<file path="src/rtl/core/ff55_pkg.sv">
// shared constants and result type for the ff55 serial frame receiver
package ff55_pkg;

    localparam int FRAME_LIMIT = 64;
    localparam int POS_W       = $clog2(FRAME_LIMIT);

    localparam logic [7:0] HDR_FIRST  = 8'hFF;
    localparam logic [7:0] HDR_SECOND = 8'h55;

    localparam logic [POS_W-1:0] LEN_POS      = POS_W'(2);
    localparam logic [POS_W-1:0] HDR_POS      = POS_W'(1);
    localparam logic [POS_W:0]   DONE_MIN_POS = (POS_W+1)'(3);
    localparam logic [POS_W:0]   LIMIT_LAST   = (POS_W+1)'(FRAME_LIMIT - 1);

    typedef struct packed {
        logic       stored;
        logic [7:0] data_byte;
        logic [5:0] position;
        logic       header_found;
        logic       frame_done;
        logic       overflow_abort;
    } result_t;

endpackage

</file>
<file path="src/rtl/core/ff55_deframe.sv">
// deframer state and per-byte next-state and result logic
module ff55_deframe (
    input  logic                  aclk,
    input  logic                  aresetn,
    input  logic                  step,
    input  logic [7:0]            rx_byte,
    output ff55_pkg::result_t     result
);

    logic                        in_frame_reg, in_frame_next;
    logic [7:0]                  prev_byte_reg, prev_byte_next;
    logic [ff55_pkg::POS_W-1:0]  write_pos_reg, write_pos_next;
    logic [7:0]                  bytes_left_reg, bytes_left_next;
    logic [ff55_pkg::POS_W-1:0]  pos_base;
    logic [ff55_pkg::POS_W:0]    pos_inc;

    always_comb begin
        in_frame_next   = in_frame_reg;
        prev_byte_next  = prev_byte_reg;
        bytes_left_next = bytes_left_reg;
        pos_base        = write_pos_reg;
        result          = '0;
        result.data_byte = rx_byte;

        if (rx_byte == ff55_pkg::HDR_SECOND && !in_frame_reg) begin
            if (prev_byte_reg == ff55_pkg::HDR_FIRST) begin
                pos_base            = ff55_pkg::HDR_POS;
                in_frame_next       = 1'b1;
                result.header_found = 1'b1;
            end
        end else begin
            prev_byte_next = rx_byte;
            if (in_frame_reg) begin
                if (write_pos_reg == ff55_pkg::LEN_POS) begin
                    bytes_left_next = rx_byte;
                end else if (write_pos_reg > ff55_pkg::LEN_POS) begin
                    bytes_left_next = bytes_left_reg - 8'd1;
                end
                result.stored   = 1'b1;
                result.position = 6'(write_pos_reg);
            end
        end

        pos_inc = {1'b0, pos_base} + (ff55_pkg::POS_W+1)'(1);

        if (pos_inc > ff55_pkg::LIMIT_LAST) begin
            result.overflow_abort = in_frame_next;
            in_frame_next         = 1'b0;
            write_pos_next        = '0;
        end else begin
            write_pos_next = pos_inc[ff55_pkg::POS_W-1:0];
        end

        if (in_frame_next && bytes_left_next == 8'd0 && pos_inc > ff55_pkg::DONE_MIN_POS) begin
            in_frame_next     = 1'b0;
            result.frame_done = 1'b1;
            write_pos_next    = '0;
        end
    end

    always_ff @(posedge aclk) begin
        if (!aresetn) begin
            in_frame_reg   <= 1'b0;
            prev_byte_reg  <= 8'd0;
            write_pos_reg  <= '0;
            bytes_left_reg <= 8'd0;
        end else if (step) begin
            in_frame_reg   <= in_frame_next;
            prev_byte_reg  <= prev_byte_next;
            write_pos_reg  <= write_pos_next;
            bytes_left_reg <= bytes_left_next;
        end
    end

endmodule

</file>
<file path="src/rtl/core/ff55_serial_frame_receiver_unit.sv">
// top level of the ff55 serial frame receiver
//
// s_ channel: one received serial byte per transfer (s_rx_byte).
// m_ channel: one result per input byte: the byte itself, whether it was
//   stored as a frame byte and at which buffer position, and the flags
//   header_found, frame_done and overflow_abort.
// a frame opens with 0xFF 0x55; the byte at position 2 is the length and
//   each later byte counts it down until the frame is done.
// a taken byte is held in the input register; its result is then held in the
//   result register, which drives the m_ ports.
// throughput: one byte per cycle while m_ready is high; the state update for a
//   byte is compares, an increment and a decrement between the two registers.
// reset clears the frame state, the remembered previous byte and the valid
//   bits of both register stages; no transfer is pending afterwards.
// if the result is not taken, the result register holds, then the input
//   register holds its byte and s_ready drops; nothing is lost or repeated.
module ff55_serial_frame_receiver_unit (
    input  logic       aclk,
    input  logic       aresetn,
    input  logic       s_valid,
    output logic       s_ready,
    input  logic [7:0] s_rx_byte,
    output logic       m_valid,
    input  logic       m_ready,
    output logic       m_stored,
    output logic [7:0] m_data_byte,
    output logic [5:0] m_position,
    output logic       m_header_found,
    output logic       m_frame_done,
    output logic       m_overflow_abort
);

    logic              in_valid_reg;
    logic [7:0]        in_byte_reg;
    logic              out_valid_reg;
    ff55_pkg::result_t out_reg;
    ff55_pkg::result_t core_result;
    logic              advance;

    assign advance = in_valid_reg && (!out_valid_reg || m_ready);
    assign s_ready = !in_valid_reg || advance;

    ff55_deframe u_deframe (
        .aclk    (aclk),
        .aresetn (aresetn),
        .step    (advance),
        .rx_byte (in_byte_reg),
        .result  (core_result)
    );

    // input stage
    always_ff @(posedge aclk) begin
        if (!aresetn) begin
            in_valid_reg <= 1'b0;
        end else if (s_ready) begin
            in_valid_reg <= s_valid;
        end
    end

    always_ff @(posedge aclk) begin
        if (s_valid && s_ready) begin
            in_byte_reg <= s_rx_byte;
        end
    end

    // result stage
    always_ff @(posedge aclk) begin
        if (!aresetn) begin
            out_valid_reg <= 1'b0;
        end else if (advance) begin
            out_valid_reg <= 1'b1;
        end else if (m_ready) begin
            out_valid_reg <= 1'b0;
        end
    end

    always_ff @(posedge aclk) begin
        if (advance) begin
            out_reg <= core_result;
        end
    end

    assign m_valid          = out_valid_reg;
    assign m_stored         = out_reg.stored;
    assign m_data_byte      = out_reg.data_byte;
    assign m_position       = out_reg.position;
    assign m_header_found   = out_reg.header_found;
    assign m_frame_done     = out_reg.frame_done;
    assign m_overflow_abort = out_reg.overflow_abort;

    a_done_excl_abort: assert property (@(posedge aclk) disable iff (!aresetn)
        m_valid |-> !(m_frame_done && m_overflow_abort))
        else $error("frame_done and overflow_abort on one result");

    a_header_not_stored: assert property (@(posedge aclk) disable iff (!aresetn)
        (m_valid && m_header_found) |-> (!m_stored && !m_frame_done))
        else $error("header byte reported as stored or done");

    a_pos_zero_unstored: assert property (@(posedge aclk) disable iff (!aresetn)
        (m_valid && !m_stored) |-> (m_position == 6'd0))
        else $error("position set on an unstored byte");

    a_stored_after_header: assert property (@(posedge aclk) disable iff (!aresetn)
        (m_valid && m_stored) |-> (m_position >= 6'd2))
        else $error("stored byte below the length position");

    a_stall_holds_input: assert property (@(posedge aclk) disable iff (!aresetn)
        (in_valid_reg && !advance) |=> (in_valid_reg && $stable(in_byte_reg)))
        else $error("input stage lost a byte while stalled");

endmodule
</file>
<file path="config.mk">
export PLATFORM = sky130hd
export DESIGN_NAME = ff55_serial_frame_receiver_unit
export DESIGN_NICKNAME = d
export VERILOG_FILES = /design/src/rtl/core/ff55_pkg.sv /design/src/rtl/core/ff55_deframe.sv /design/src/rtl/core/ff55_serial_frame_receiver_unit.sv
export SDC_FILE = /design/constraint.sdc
export NUM_CORES = 1
export LEC_CHECK = 0
export ABC_AREA = 1
export BUFFER_PORTS_ARGS = -buffer_cell sky130_fd_sc_hd__buf_2
export CORE_ASPECT_RATIO = 1.1
export CORE_MARGIN = 2
export CORE_UTILIZATION = 50
export CTS_CLUSTER_SIZE = 12
export DETAILED_ROUTE_END_ITERATION = 16
export GPL_ROUTABILITY_DRIVEN = 0
export HOLD_SLACK_MARGIN = 0.05
export PLACE_DENSITY = 0.7
export SLEW_MARGIN = 30
export SYNTH_ARGS = -nofsm -noshare
export SYNTH_HDL_FRONTEND = slang
export SYNTH_HIERARCHICAL = 1
export SYNTH_SLANG_ARGS = --single-unit
</file>
<file path="constraint.sdc">
create_clock -name aclk -period 3.8 [get_ports aclk]
set_clock_uncertainty 0.15 [all_clocks]
set_input_delay 0.76 -clock aclk [delete_from_list [all_inputs] [get_ports aclk]]
set_output_delay 0.76 -clock aclk [all_outputs]
set_load 0.02 [all_outputs]
</file>
==> results of run 1 <==
==> stage by stage <==
| stage | setup slack [ns] | power [mW] |
|---|---|---|
| final | 0.988 | 1.07 |
| after global routing | 0.729 | 1.12 |
| after CTS | 0.998 | 1.08 |
| after detailed placement | 1.06 | 0.766 |
| after global placement | 1.13 | 0.762 |
| after floorplan | 0.758 | 0.732 |
==> cells in the mapped netlist (all sizes together) (5+ instances only) <==
cell     n  area, µm²
nand3   18        130
xor2     6       60.1
a21oi   29        156
nand2   94        390
nor2    48        231
dfxtp   25        500
edfxtp  26        781
inv     53        199
buf     10       82.6
o21ai   17       85.1
clkbuf   7       26.3
nand4    5       31.3
==> where the power goes <==
group | total [mW] | switching, mW | internal [mW] | leakage (nW)
clock | 0.321 | 0.189 | 0.132 | 0.0485
sequential | 0.624 | 0.0190 | 0.605 | 0.458
combinational | 0.129 | 0.0843 | 0.0452 | 0.873
==> metal layers <==
metal	up-vias	GRT usage (%)	share of wire (%)
li1	1155	-	-
met1	1016	25.8	45
met2	41	33.9	50
met4	0	6.14	1.3
met3	7	3.76	3.2
met5	-	0	0
==> cell families after synthesis <==
group	Yosys count
AOI/OAI and AO/OA	50
xor gates and xnor gates	6
and+or+nand+nor	170
adders and majority gates	3
DFF	51
buffers and inverters	72
==> cell type report <==
| cell class | count | area, µm² | share of cell area (%) |
|---|---|---|---|
| Inverter | 55 | 206 | 6.77 |
| Tap cell | 75 | 93.8 | 3.08 |
| Clock inverter | 3 | 22.5 | 0.738 |
| Timing Repair Buffer | 34 | 178 | 5.82 |
| Sequential cell | 51 | 1280 | 42.0 |
| Clock buffer | 5 | 68.8 | 2.26 |
| Multi-Input combinational cell | 229 | 1200 | 39.4 |
==> worst max-delay path: stages (launching register included) <==
cell and delay (ns):
sky130_fd_sc_hd__edfxtp_1 0.47, sky130_fd_sc_hd__nor2_1 0.18, sky130_fd_sc_hd__nand2_2 0.09, sky130_fd_sc_hd__nor2_4 0.11, sky130_fd_sc_hd__nand2_2 0.10, sky130_fd_sc_hd__nor2_8 0.15
sky130_fd_sc_hd__nor2_1 0.08, sky130_fd_sc_hd__inv_1 0.09, sky130_fd_sc_hd__ha_1 0.23, sky130_fd_sc_hd__nand4_1 0.16, sky130_fd_sc_hd__nand2_1 0.11, sky130_fd_sc_hd__nand2_2 0.08
sky130_fd_sc_hd__nor2_4 0.11, sky130_fd_sc_hd__nand3_2 0.10, sky130_fd_sc_hd__nand2_4 0.11, sky130_fd_sc_hd__nand2_4 0.07, sky130_fd_sc_hd__or2_1 0.23, sky130_fd_sc_hd__a21oi_2 0.11
==> layout by cell type, fill, tap and decap left out, drive strengths merged, types with 5 or more instances in the layout <==
cell type / netlist / layout
a21oi: 29 / 29
buf: 10 / 34
clkbuf: 7 / 5
dfxtp: 25 / 25
edfxtp: 26 / 26
inv: 53 / 54
nand2: 94 / 94
nand3: 18 / 18
nand4: 5 / 5
nor2: 48 / 48
o21ai: 17 / 17
xor2: 6 / 6
==> final timing paths <==
path	to
worst max register to register	u_deframe/in_frame_reg
worst min register to register	u_deframe/prev_byte_reg[3]
worst min-delay path	u_deframe/prev_byte_reg[3]
worst max-delay path	u_deframe/in_frame_reg
==> impl_metrics.prom, run 1 <==
# TYPE chip_impl_metric gauge
chip_impl_metric{name="report.final.setup_viol",unit=""} 0
chip_impl_info{name="min-delay-path-class",value="register to register"} 1
chip_impl_metric{name="cts_made_buffers",unit=""} 5
chip_impl_metric{name="worst_case_vdd_ir_drop",unit="V"} 0.000178
chip_impl_metric{name="layout-drive-gt1-share",unit="%"} 21.5
chip_impl_info{name="reg2reg_from",value="in_byte_reg[7]"} 1
chip_impl_metric{name="antenna_found_initial",unit=""} 0
chip_impl_metric{name="synth.ff_latch_count",unit=""} 51
chip_impl_metric{name="yosys_warnings",unit=""} 6
chip_impl_metric{name="synth.yosys.seq_area_share",unit="%"} 46.0
chip_impl_metric{name="avgViaCountPerCell",unit=""} 4.91
chip_impl_metric{name="synth_compound_gate_area_share",unit="%"} 9.74
chip_impl_info{name="ys.flop_type",value="sky130_fd_sc_hd__edfxtp_1"} 1
chip_impl_metric{name="synth_cell_type_count",unit=""} 32
chip_impl_metric{name="worst_hold_slack",unit="ns"} 0.326
chip_impl_metric{name="worst-r2r-setup-slack",unit="ns"} 0.99
chip_impl_info{name="cp_endpoint_kind",value="register"} 1
chip_impl_info{name="worst_setup_path_start_kind",value="register"} 1
chip_impl_metric{name="floorplan.initialDensity",unit="%"} 51.6
chip_impl_metric{name="post-route-util",unit="%"} 56.6
chip_impl_metric{name="synthesis.instances",unit=""} 352
chip_impl_metric{name="io_pins",unit=""} 32
chip_impl_metric{name="place_area",unit="µm²"} 2960
chip_impl_metric{name="drt.antenna.violating_nets",unit=""} 0
chip_impl_metric{name="synthToLayoutAreaGrowth",unit="%"} 9.52
chip_impl_metric{name="cap_violations",unit=""} 0
chip_impl_metric{name="synthMuxAreaShare",unit="%"} 0
chip_impl_metric{name="die_area",unit="µm²"} 6190
chip_impl_info{name="hold_path_startpoint",value="u_deframe/prev_byte_reg[3]"} 1
chip_impl_info{name="crit_path_start",value="in_byte_reg[7]"} 1
chip_impl_metric{name="post-route-drc-count",unit=""} 0
chip_impl_metric{name="drt_first_pass_iters",unit=""} 4
chip_impl_info{name="synth_top_family_by_area",value="simple AND/OR/NAND/NOR gates"} 1
chip_impl_metric{name="grt_overflow",unit=""} 0
chip_impl_metric{name="clock.fmax",unit="GHz"} 0.356
chip_impl_info{name="clock-root-buffer",value="sky130_fd_sc_hd__clkbuf_8"} 1
chip_impl_metric{name="nNetsFinal",unit=""} 391
chip_impl_metric{name="worst_setup_hold_path_clk_slew",unit="ns"} 0.10
chip_impl_metric{name="num_vias",unit=""} 2219
chip_impl_metric{name="num_rows",unit=""} 28
chip_impl_metric{name="global_routing_usage_summed_across_all_routing_layers",unit="%"} 20.0
chip_impl_metric{name="postCtsHoldBufs",unit=""} 0
chip_impl_metric{name="worstSkewPairLatency",unit="ns"} 0.31
chip_impl_metric{name="clockBufferDepth",unit=""} 2
chip_impl_metric{name="worstRegToRegCells",unit=""} 17
chip_impl_metric{name="worst-endpoint-arrival",unit="ns"} 2.91
chip_impl_metric{name="post_synth_xor_area_fraction",unit="%"} 2.16
chip_impl_metric{name="dieHeight",unit="µm"} 82.3
chip_impl_metric{name="synth_enable_flop_cells",unit=""} 26
chip_impl_metric{name="post_drt_wl_per_cell",unit="µm"} 12.5
chip_impl_metric{name="fin_tns_setup",unit="ns"} 0
chip_impl_metric{name="tightestPinTransition",unit="ns"} 0.468
chip_impl_metric{name="worstPathMaxFanout",unit=""} 6
chip_impl_metric{name="mappedNetlistNets",unit=""} 367
chip_impl_metric{name="worstHoldPathCells",unit=""} 2
chip_impl_metric{name="pwr_density_cell",unit="nW/µm²"} 352
chip_impl_metric{name="leakagePower",unit="nW"} 1.38
chip_impl_metric{name="max_slew_margin",unit="%"} 68.8
chip_impl_metric{name="synth-adder-area-share",unit="%"} 1.35
chip_impl_info{name="rsz0062_at_grt",value="false"} 1
chip_impl_metric{name="dpl.cell_count",unit=""} 444
chip_impl_info{name="setup.worst_path.class",value="register to register"} 1
chip_impl_metric{name="layout.filler_cells",unit=""} 530
chip_impl_metric{name="numPortBuffers",unit=""} 31
chip_impl_metric{name="grt_pass1_wl",unit="µm"} 9400
chip_impl_metric{name="syn_area",unit="µm²"} 2790
chip_impl_metric{name="cts-htree-levels",unit=""} 2
chip_impl_metric{name="synth-async-reset-ratio",unit="%"} 0
chip_impl_metric{name="drv_slew",unit=""} 0
chip_impl_metric{name="required",unit="ns"} 3.90
chip_impl_metric{name="maximum_number_of_pins_on_one_net_before_global_route_repair",unit=""} 20
chip_impl_metric{name="first_global_vias",unit=""} 2054
chip_impl_info{name="cts_tree",value="done"} 1
chip_impl_metric{name="post_synth.cell_area_avg",unit="µm²"} 7.92
chip_impl_metric{name="antenna_cells",unit=""} 0
chip_impl_metric{name="timing_hold_violations_final",unit=""} 0
chip_impl_metric{name="finalInstanceArea",unit="µm²"} 3050
chip_impl_metric{name="clock_sinks",unit=""} 51
chip_impl_metric{name="die_w",unit="µm"} 75.2
chip_impl_metric{name="cts.repair_timing.setup_buffer_count",unit=""} 0
chip_impl_info{name="outcome",value="completed"} 1
chip_impl_metric{name="post_route_wl",unit="µm"} 5650
chip_impl_metric{name="finalCritPeriodShare",unit="%"} 74.0
chip_impl_metric{name="yosys.area_share.simple",unit="%"} 29.5
chip_impl_metric{name="detail_route.iter0.violations",unit=""} 116
chip_impl_metric{name="finalNonFillerCells",unit=""} 452
chip_impl_metric{name="cts_resized",unit=""} 0
chip_impl_metric{name="detailed_place_hpwl",unit="µm"} 4210
chip_impl_metric{name="core_region_area",unit="µm²"} 5400
chip_impl_metric{name="finalCriticalPeriod",unit="ns"} 2.81
Power figures use the tool's default switching activity.
==> run 2, diff against run 1 <==
- clock period: 3.8 -> 2.8 ns (I/O delays scaled with it)
==> run 2 against run 1 <==
Worst hold slack worse by 0.057 ns. Final area is 3.4% higher. Power is 37% higher. Combinational power is 49% higher. Clock power is 36% higher. Global-route usage is 0.31 points lower. First-iteration DRC count is 37% higher. Clock-buffer cell count stayed put. Cell count is 2.2% higher. Critical path type unchanged. Largest cell class unchanged. Highest routed layer unchanged.
==> impl_metrics.prom, run 2 (synthesis results as in run 1) <==
# TYPE chip_impl_metric gauge
chip_impl_metric{name="floorplan.initialDensity",unit="%"} 51.6
chip_impl_metric{name="power.total",unit="mW"} 1.47
chip_impl_metric{name="io_pins",unit=""} 32
chip_impl_metric{name="p_sw_share",unit="%"} 27.1
chip_impl_metric{name="clock_sinks",unit=""} 51
chip_impl_metric{name="cellInternalPower",unit="mW"} 1.07
chip_impl_metric{name="combinationalPowerShare",unit="%"} 13.0
chip_impl_metric{name="worst_setup_hold_path_clk_slew",unit="ns"} 0.10
chip_impl_metric{name="worst-endpoint-arrival",unit="ns"} 2.75
chip_impl_info{name="endpoint",value="u_deframe/in_frame_reg"} 1
chip_impl_metric{name="nNetsFinal",unit=""} 401
chip_impl_metric{name="dpl.cell_count",unit=""} 450
chip_impl_metric{name="numPortBuffers",unit=""} 31
chip_impl_metric{name="grt_pass1_wl",unit="µm"} 9270
chip_impl_metric{name="post-route-util",unit="%"} 58.5
chip_impl_metric{name="finalInstanceArea",unit="µm²"} 3160
chip_impl_metric{name="total_switching_power",unit="mW"} 0.398
chip_impl_metric{name="leakagePower",unit="nW"} 1.42
chip_impl_metric{name="drv_slew",unit=""} 0
chip_impl_metric{name="die_w",unit="µm"} 75.2
chip_impl_metric{name="cap_violations",unit=""} 0
chip_impl_info{name="outcome",value="completed"} 1
chip_impl_info{name="cp_endpoint_kind",value="register"} 1
chip_impl_info{name="layout_common_cells",value="83 x sky130_fd_sc_hd__nand2_1, 47 x sky130_fd_sc_hd__inv_1, 38 x sky130_fd_sc_hd__nor2_1, 31 x sky130_fd_sc_hd__buf_2, 26 x sky130_fd_sc_hd__edfxtp_1"} 1
chip_impl_info{name="crit_path_start",value="in_byte_reg[5]"} 1
chip_impl_metric{name="tightestPinTransition",unit="ns"} 0.460
chip_impl_info{name="crit_path_cell_trace",value="inv_2 -> nand3_2 -> nor2_4 -> nand2_2 -> nor2_8 -> nor2_1 -> inv_1 -> ha_4 -> nand4_1 -> nand2_1 -> nand2_2 -> nor2_4 -> nand3_2 -> nand2_4 -> nand2_4 -> or2_1 -> a21oi_2"} 1
chip_impl_metric{name="layout-drive-gt1-share",unit="%"} 24.8
chip_impl_metric{name="worstRegToRegCells",unit=""} 17
chip_impl_metric{name="cts-htree-levels",unit=""} 2
chip_impl_metric{name="avgViaCountPerCell",unit=""} 5.01
chip_impl_metric{name="post-route-drc-count",unit=""} 0
chip_impl_info{name="reg2reg_from",value="in_byte_reg[5]"} 1
chip_impl_metric{name="finalCritPeriodShare",unit="%"} 94.8
chip_impl_metric{name="clock.fmax",unit="GHz"} 0.377
chip_impl_metric{name="antenna_found_initial",unit=""} 0
chip_impl_metric{name="detailed_place_hpwl",unit="µm"} 4230
chip_impl_info{name="cts_tree",value="done"} 1
chip_impl_metric{name="antenna_cells",unit=""} 0
chip_impl_metric{name="setup_ws",unit="ns"} 0.144
chip_impl_info{name="min-delay-path-class",value="input pin to register"} 1
chip_impl_metric{name="drt_first_pass_iters",unit=""} 4
chip_impl_info{name="clock-root-buffer",value="sky130_fd_sc_hd__clkbuf_8"} 1
chip_impl_info{name="mostFrequentLayoutCell",value="sky130_fd_sc_hd__nand2_1"} 1
chip_impl_metric{name="timing_hold_violations_final",unit=""} 0
chip_impl_metric{name="max_stage_delay_on_crit_path",unit="ns"} 0.43
chip_impl_metric{name="num_rows",unit=""} 28
chip_impl_metric{name="dieHeight",unit="µm"} 82.3
chip_impl_metric{name="fin_tns_setup",unit="ns"} 0
chip_impl_info{name="r2r_end",value="u_deframe/in_frame_reg"} 1
chip_impl_info{name="setup.worst_path.class",value="register to register"} 1
chip_impl_metric{name="die_area",unit="µm²"} 6190
chip_impl_metric{name="worstPathMaxFanout",unit=""} 6
chip_impl_metric{name="worst-r2r-setup-slack",unit="ns"} 0.14
chip_impl_metric{name="cts_made_buffers",unit=""} 5
chip_impl_metric{name="synthToLayoutAreaGrowth",unit="%"} 13.2
chip_impl_metric{name="postCtsHoldBufs",unit=""} 0
chip_impl_metric{name="report.final.setup_viol",unit=""} 0
chip_impl_metric{name="detail_route.iter0.violations",unit=""} 159
chip_impl_info{name="worst_setup_path_start_kind",value="register"} 1
chip_impl_metric{name="post_drt_wl_per_cell",unit="µm"} 12.4
chip_impl_metric{name="grt_overflow",unit=""} 0
chip_impl_metric{name="worst_hold_slack",unit="ns"} 0.269
chip_impl_metric{name="place_area",unit="µm²"} 3010
chip_impl_metric{name="num_vias",unit=""} 2314
chip_impl_metric{name="layout.filler_cells",unit=""} 513
chip_impl_metric{name="worst_case_vdd_ir_drop",unit="V"} 0.000213
chip_impl_metric{name="pwr_density_cell",unit="nW/µm²"} 466
chip_impl_metric{name="post_route_wl",unit="µm"} 5750
chip_impl_metric{name="place_worst_setup_slack",unit="ns"} 0.112
chip_impl_metric{name="finalNonFillerCells",unit=""} 462
chip_impl_metric{name="global_routing_usage_summed_across_all_routing_layers",unit="%"} 19.7
chip_impl_metric{name="clock_power_share",unit="%"} 29.6
chip_impl_metric{name="first_global_vias",unit=""} 2065
chip_impl_metric{name="required",unit="ns"} 2.90
chip_impl_metric{name="finalCriticalPeriod",unit="ns"} 2.66
chip_impl_info{name="crit_path_max_delay_cell_type",value="sky130_fd_sc_hd__edfxtp_1"} 1
chip_impl_metric{name="clockBufferDepth",unit=""} 2
chip_impl_metric{name="drt.antenna.violating_nets",unit=""} 0
chip_impl_metric{name="maximum_number_of_pins_on_one_net_before_global_route_repair",unit=""} 20
chip_impl_metric{name="worstSkewPairLatency",unit="ns"} 0.31
chip_impl_metric{name="core_region_area",unit="µm²"} 5400
chip_impl_metric{name="share_seq_of_total_power",unit="%"} 57.3
chip_impl_metric{name="max_slew_margin",unit="%"} 69.3
run 2: worst max-delay path, delay by kind of cell (launching register included):
| kind | cells | cell delay [ns] |
|---|---|---|
| AOI/OAI and AO/OA | 1 | 0.10 |
| adders and majority gates | 1 | 0.17 |
| buffers and inverters | 2 | 0.20 |
| DFF | 1 | 0.43 |
| and+or+nand+nor | 13 | 1.53 |
run 2: worst min-delay path by stage:
stage                                           from                          to  slack (ns)  cells past startpoint
after floorplan           u_deframe/prev_byte_reg[2]  u_deframe/prev_byte_reg[2]        0.29                      2
after global placement    u_deframe/prev_byte_reg[3]  u_deframe/prev_byte_reg[3]        0.30                      2
after detailed placement  u_deframe/prev_byte_reg[1]  u_deframe/prev_byte_reg[1]        0.31                      2
after CTS                               s_rx_byte[2]              in_byte_reg[2]        0.27                      1
after global routing                    s_rx_byte[1]              in_byte_reg[1]        0.26                      1
final                                   s_rx_byte[6]              in_byte_reg[6]        0.27                      1
run 2: timing repair:
action,4_1_cts,5_1_grt
endpoints found under the setup margin,0,8
resized for setup,0,7
setup buffers,0,4
run 2: layout make-up:
| type | count | area [µm²] | area share, % |
|---|---|---|---|
| Clock buffer | 5 | 68.8 | 2.18 |
| Multi-Input combinational cell | 229 | 1230 | 38.9 |
| Tap cell | 75 | 93.8 | 2.97 |
| Sequential cell | 51 | 1280 | 40.6 |
| Clock inverter | 3 | 23.8 | 0.753 |
| Timing Repair Buffer | 44 | 253 | 8.01 |
| Inverter | 55 | 206 | 6.54 |
run 2: layer usage:
layer,up-vias,global-route usage [%],routed length (µm)
met5,-,0,0
met4,0,6.32,116
met3,13,4.25,217
met2,50,34.0,2860
met1,1075,24.3,2550
li1,1176,-,-
run 2: power groups by stage:
stage                     Sequential (mW)  Clock, mW  Combinational (mW)
after global routing                0.847      0.475               0.214
after global placement              0.859          0               0.184
after CTS                           0.842      0.445               0.187
after detailed placement            0.860          0               0.187
final                               0.843      0.435               0.192
after floorplan                     0.871          0               0.122
==> run 3, diff against run 2 <==
- ABC_AREA: 1 -> 0
==> run 3 against run 2 <==
The run now ends with setup timing left. Fmax decreased by 14%. Cell count shrank 15%. Combinational power shrank 7%. Sequential power is 1% lower. Clock-buffer cell count grew 1. Via count fell by 4.2%. Final area grew 3.8%. Critical path type unchanged. Critical endpoint is now u_deframe/write_pos_reg[5]. Largest power group unchanged.
==> impl_metrics.prom, run 3 <==
# TYPE chip_impl_metric gauge
chip_impl_metric{name="worst_setup_hold_path_clk_slew",unit="ns"} 0.09
chip_impl_metric{name="worstRegToRegCells",unit=""} 13
chip_impl_metric{name="cap_violations",unit=""} 0
chip_impl_metric{name="layout.filler_cells",unit=""} 408
chip_impl_metric{name="io_pins",unit=""} 32
chip_impl_metric{name="pwr_density_cell",unit="nW/µm²"} 433
chip_impl_metric{name="tightestPinTransition",unit="ns"} 0.767
chip_impl_metric{name="finalCriticalPeriod",unit="ns"} 3.09
chip_impl_info{name="worst_setup_path_start_kind",value="register"} 1
chip_impl_metric{name="worst_hold_slack",unit="ns"} 0.285
chip_impl_metric{name="numPortBuffers",unit=""} 31
chip_impl_metric{name="worstSkewPairLatency",unit="ns"} 0.30
chip_impl_info{name="netlist_top_cells_area",value="sky130_fd_sc_hd__edfxtp_1 29%, sky130_fd_sc_hd__dfxtp_1 19%, sky130_fd_sc_hd__nand2_1 3.1%, sky130_fd_sc_hd__a21oi_1 2.2%, sky130_fd_sc_hd__o21ai_0 2.2%"} 1
chip_impl_metric{name="finalInstanceArea",unit="µm²"} 3280
chip_impl_metric{name="avgViaCountPerCell",unit=""} 5.66
chip_impl_metric{name="fin_tns_setup",unit="ns"} -1.95
chip_impl_metric{name="floorplan.initialDensity",unit="%"} 52.5
chip_impl_metric{name="synth-async-reset-ratio",unit="%"} 0
chip_impl_info{name="cp_endpoint_kind",value="register"} 1
chip_impl_metric{name="num_vias",unit=""} 2217
chip_impl_info{name="worstHoldEndpoint",value="in_byte_reg[2]"} 1
chip_impl_metric{name="die_area",unit="µm²"} 5960
chip_impl_metric{name="drv_slew",unit=""} 0
chip_impl_info{name="min-delay-path-class",value="input pin to register"} 1
chip_impl_metric{name="layout-drive-gt1-share",unit="%"} 32.5
chip_impl_metric{name="drt.antenna.violating_nets",unit=""} 0
chip_impl_metric{name="report.final.setup_viol",unit=""} 9
chip_impl_metric{name="worst-endpoint-arrival",unit="ns"} 3.18
chip_impl_metric{name="post-route-util",unit="%"} 64.2
chip_impl_metric{name="yosys_warnings",unit=""} 6
chip_impl_info{name="rsz0062_at_grt",value="true"} 1
chip_impl_metric{name="grt_overflow",unit=""} 0
chip_impl_metric{name="cts-htree-levels",unit=""} 2
chip_impl_metric{name="post_route_wl",unit="µm"} 5930
chip_impl_info{name="post-synth-top-count-cell",value="sky130_fd_sc_hd__edfxtp_1"} 1
chip_impl_metric{name="dpl.cell_count",unit=""} 380
chip_impl_metric{name="final-seq-area",unit="µm²"} 1280
chip_impl_metric{name="synthesis.instances",unit=""} 267
chip_impl_metric{name="die_w",unit="µm"} 73.8
chip_impl_metric{name="synth.ff_latch_count",unit=""} 51
chip_impl_metric{name="max_slew_margin",unit="%"} 48.9
chip_impl_metric{name="synth_enable_flop_cells",unit=""} 26
chip_impl_metric{name="finalCritPeriodShare",unit="%"} 110
chip_impl_metric{name="antenna_cells",unit=""} 0
chip_impl_info{name="mostFrequentLayoutCell",value="sky130_fd_sc_hd__buf_4"} 1
chip_impl_metric{name="power.total",unit="mW"} 1.42
chip_impl_metric{name="synth.yosys.seq_area_share",unit="%"} 47.8
chip_impl_metric{name="post-route-drc-count",unit=""} 0
chip_impl_metric{name="global_routing_usage_summed_across_all_routing_layers",unit="%"} 20.7
chip_impl_info{name="hold_path_startpoint",value="s_rx_byte[2]"} 1
chip_impl_metric{name="synthToLayoutAreaGrowth",unit="%"} 22.2
chip_impl_info{name="outcome",value="complete, but fails checks"} 1
chip_impl_metric{name="worstHoldPathCells",unit=""} 1
chip_impl_info{name="setup.worst_path.class",value="register to register"} 1
chip_impl_metric{name="leakagePower",unit="nW"} 1.29
chip_impl_info{name="reg2reg_from",value="in_byte_reg[1]"} 1
chip_impl_metric{name="num_rows",unit=""} 27
chip_impl_info{name="ys.flop_type",value="sky130_fd_sc_hd__edfxtp_1"} 1
chip_impl_metric{name="nNetsFinal",unit=""} 334
chip_impl_metric{name="worstPathMaxFanout",unit=""} 3
chip_impl_metric{name="worst_case_vdd_ir_drop",unit="V"} 0.000308
chip_impl_metric{name="detailed_place_hpwl",unit="µm"} 4160
chip_impl_metric{name="mappedNetlistNets",unit=""} 282
chip_impl_info{name="layout_common_cells",value="39 x sky130_fd_sc_hd__buf_4, 31 x sky130_fd_sc_hd__buf_2, 26 x sky130_fd_sc_hd__edfxtp_1, 25 x sky130_fd_sc_hd__dfxtp_1, 21 x sky130_fd_sc_hd__nand2_1"} 1
chip_impl_info{name="synth_commonest_cells",value="26 x sky130_fd_sc_hd__edfxtp_1, 25 x sky130_fd_sc_hd__dfxtp_1, 22 x sky130_fd_sc_hd__nand2_1"} 1
chip_impl_metric{name="syn_area",unit="µm²"} 2680
chip_impl_metric{name="worst-r2r-setup-slack",unit="ns"} -0.29
chip_impl_metric{name="maximum_number_of_pins_on_one_net_before_global_route_repair",unit=""} 28
chip_impl_info{name="clock-root-buffer",value="sky130_fd_sc_hd__clkbuf_8"} 1
chip_impl_metric{name="setup_ws",unit="ns"} -0.290
chip_impl_metric{name="cts_made_buffers",unit=""} 5
chip_impl_metric{name="place_worst_setup_slack",unit="ns"} -0.257
chip_impl_metric{name="dieHeight",unit="µm"} 80.8
chip_impl_metric{name="first_global_vias",unit=""} 1999
chip_impl_metric{name="post_synth.cell_area_avg",unit="µm²"} 10.0
chip_impl_metric{name="timing_hold_violations_final",unit=""} 0
chip_impl_metric{name="synth_top_area_share",unit="%"} 29.1
chip_impl_metric{name="finalNonFillerCells",unit=""} 392
chip_impl_metric{name="grt_pass1_wl",unit="µm"} 9470
chip_impl_metric{name="drt_first_pass_iters",unit=""} 4
chip_impl_info{name="cts_tree",value="done"} 1
chip_impl_metric{name="core_region_area",unit="µm²"} 5100
chip_impl_metric{name="synth_cell_type_count",unit=""} 64
chip_impl_metric{name="clock.fmax",unit="GHz"} 0.324
chip_impl_metric{name="required",unit="ns"} 2.89
chip_impl_info{name="violations",value="setup timing"} 1
chip_impl_metric{name="antenna_found_initial",unit=""} 0
chip_impl_info{name="yosysTopAreaCell",value="sky130_fd_sc_hd__edfxtp_1"} 1
chip_impl_info{name="r2r_end",value="u_deframe/write_pos_reg[5]"} 1
chip_impl_metric{name="post_drt_wl_per_cell",unit="µm"} 15.1
chip_impl_metric{name="clock_sinks",unit=""} 51
chip_impl_metric{name="place_area",unit="µm²"} 3110
chip_impl_metric{name="multi_input_comb_area",unit="µm²"} 1300
chip_impl_metric{name="clockBufferDepth",unit=""} 2
chip_impl_metric{name="detail_route.iter0.violations",unit=""} 209
==> run 3: changes by cell type after synthesis, sizes merged, moves of 7 or more <==
cell   before  now
nand3      18    4
nor2       48   13
and2        1    8
a21oi      29   12
inv        53   10
nand2      94   22
nor2b       0   10
==> run 3: cell type report <==
| type | instances | share of cell area (%) |
|---|---|---|
| inverters | 10 | 1.15 |
| flip-flops and latches | 51 | 39.1 |
| clock buffers | 6 | 2.22 |
| multi-input cells | 178 | 39.6 |
| well taps | 72 | 2.75 |
| clock inverters | 2 | 0.382 |
| repair buffers | 73 | 14.7 |
==> run 3: power breakdown <==
group          internal [mW]  switching [mW]  total [mW]
Sequential             0.814          0.0163       0.831
Clock                  0.175           0.234       0.409
Combinational         0.0768           0.102       0.179
Total                   1.07           0.352        1.42
==> run 3: per-layer routing <==
metal | vias to the layer above | GRT usage, % | routed length [µm]
met5 | - | 0 | 0
met3 | 6 | 2.73 | 284
met2 | 73 | 34.3 | 2920
met4 | 0 | 6.36 | 63
li1 | 1085 | - | -
met1 | 1053 | 28.2 | 2660
==> run 3: logic make-up after synthesis <==
family | after synthesis | share of synthesized area, %
AND/OR/NAND/NOR | 96 | 20.7
flip-flops | 51 | 47.8
adder cells (fa/ha/maj) | 3 | 1.40
multiplexers | 5 | 1.91
XOR/XNOR | 1 | 0.327
AO/OA/AOI/OAI | 73 | 20.9
buffers and inverters | 38 | 6.96
==> run 3: how the worst max path moves through the flow <==
stage                            endpoint      startpoint  slack, ns  cells past startpoint
5_1_grt        u_deframe/write_pos_reg[5]  in_byte_reg[1]      -0.43                     13
3_3_place_gp   u_deframe/write_pos_reg[0]  in_byte_reg[3]      -0.16                     12
6_report       u_deframe/write_pos_reg[5]  in_byte_reg[1]      -0.29                     13
4_1_cts        u_deframe/write_pos_reg[5]  in_byte_reg[1]      -0.29                     13
2_1_floorplan                m_frame_done  in_byte_reg[3]      -0.30                     13
3_5_place_dp   u_deframe/write_pos_reg[5]  in_byte_reg[3]      -0.26                     13
==> run 3: repair_timing <==
| item | CTS | global route |
|---|---|---|
| setup endpoints to repair | 9 | 9 |
| hold buffers | 0 | 0 |
| resized for setup | 1 | 9 |
| setup buffers | 0 | 4 |
| pin swaps | 6 | 3 |
==> run 3: worst max-delay path, stage by stage, from the launching register on <==
cell and delay [ns]:
sky130_fd_sc_hd__edfxtp_1 0.39, sky130_fd_sc_hd__nor4bb_1 0.30, sky130_fd_sc_hd__nand4b_1 0.20, sky130_fd_sc_hd__nor3_2 0.14, sky130_fd_sc_hd__buf_4 0.16, sky130_fd_sc_hd__nor2_4 0.05, sky130_fd_sc_hd__ha_4 0.27, sky130_fd_sc_hd__nor3_2 0.04
sky130_fd_sc_hd__or4_1 0.51, sky130_fd_sc_hd__mux2_4 0.27, sky130_fd_sc_hd__nand4_1 0.13, sky130_fd_sc_hd__o211ai_2 0.15, sky130_fd_sc_hd__a21oi_1 0.16, sky130_fd_sc_hd__a21o_1 0.12
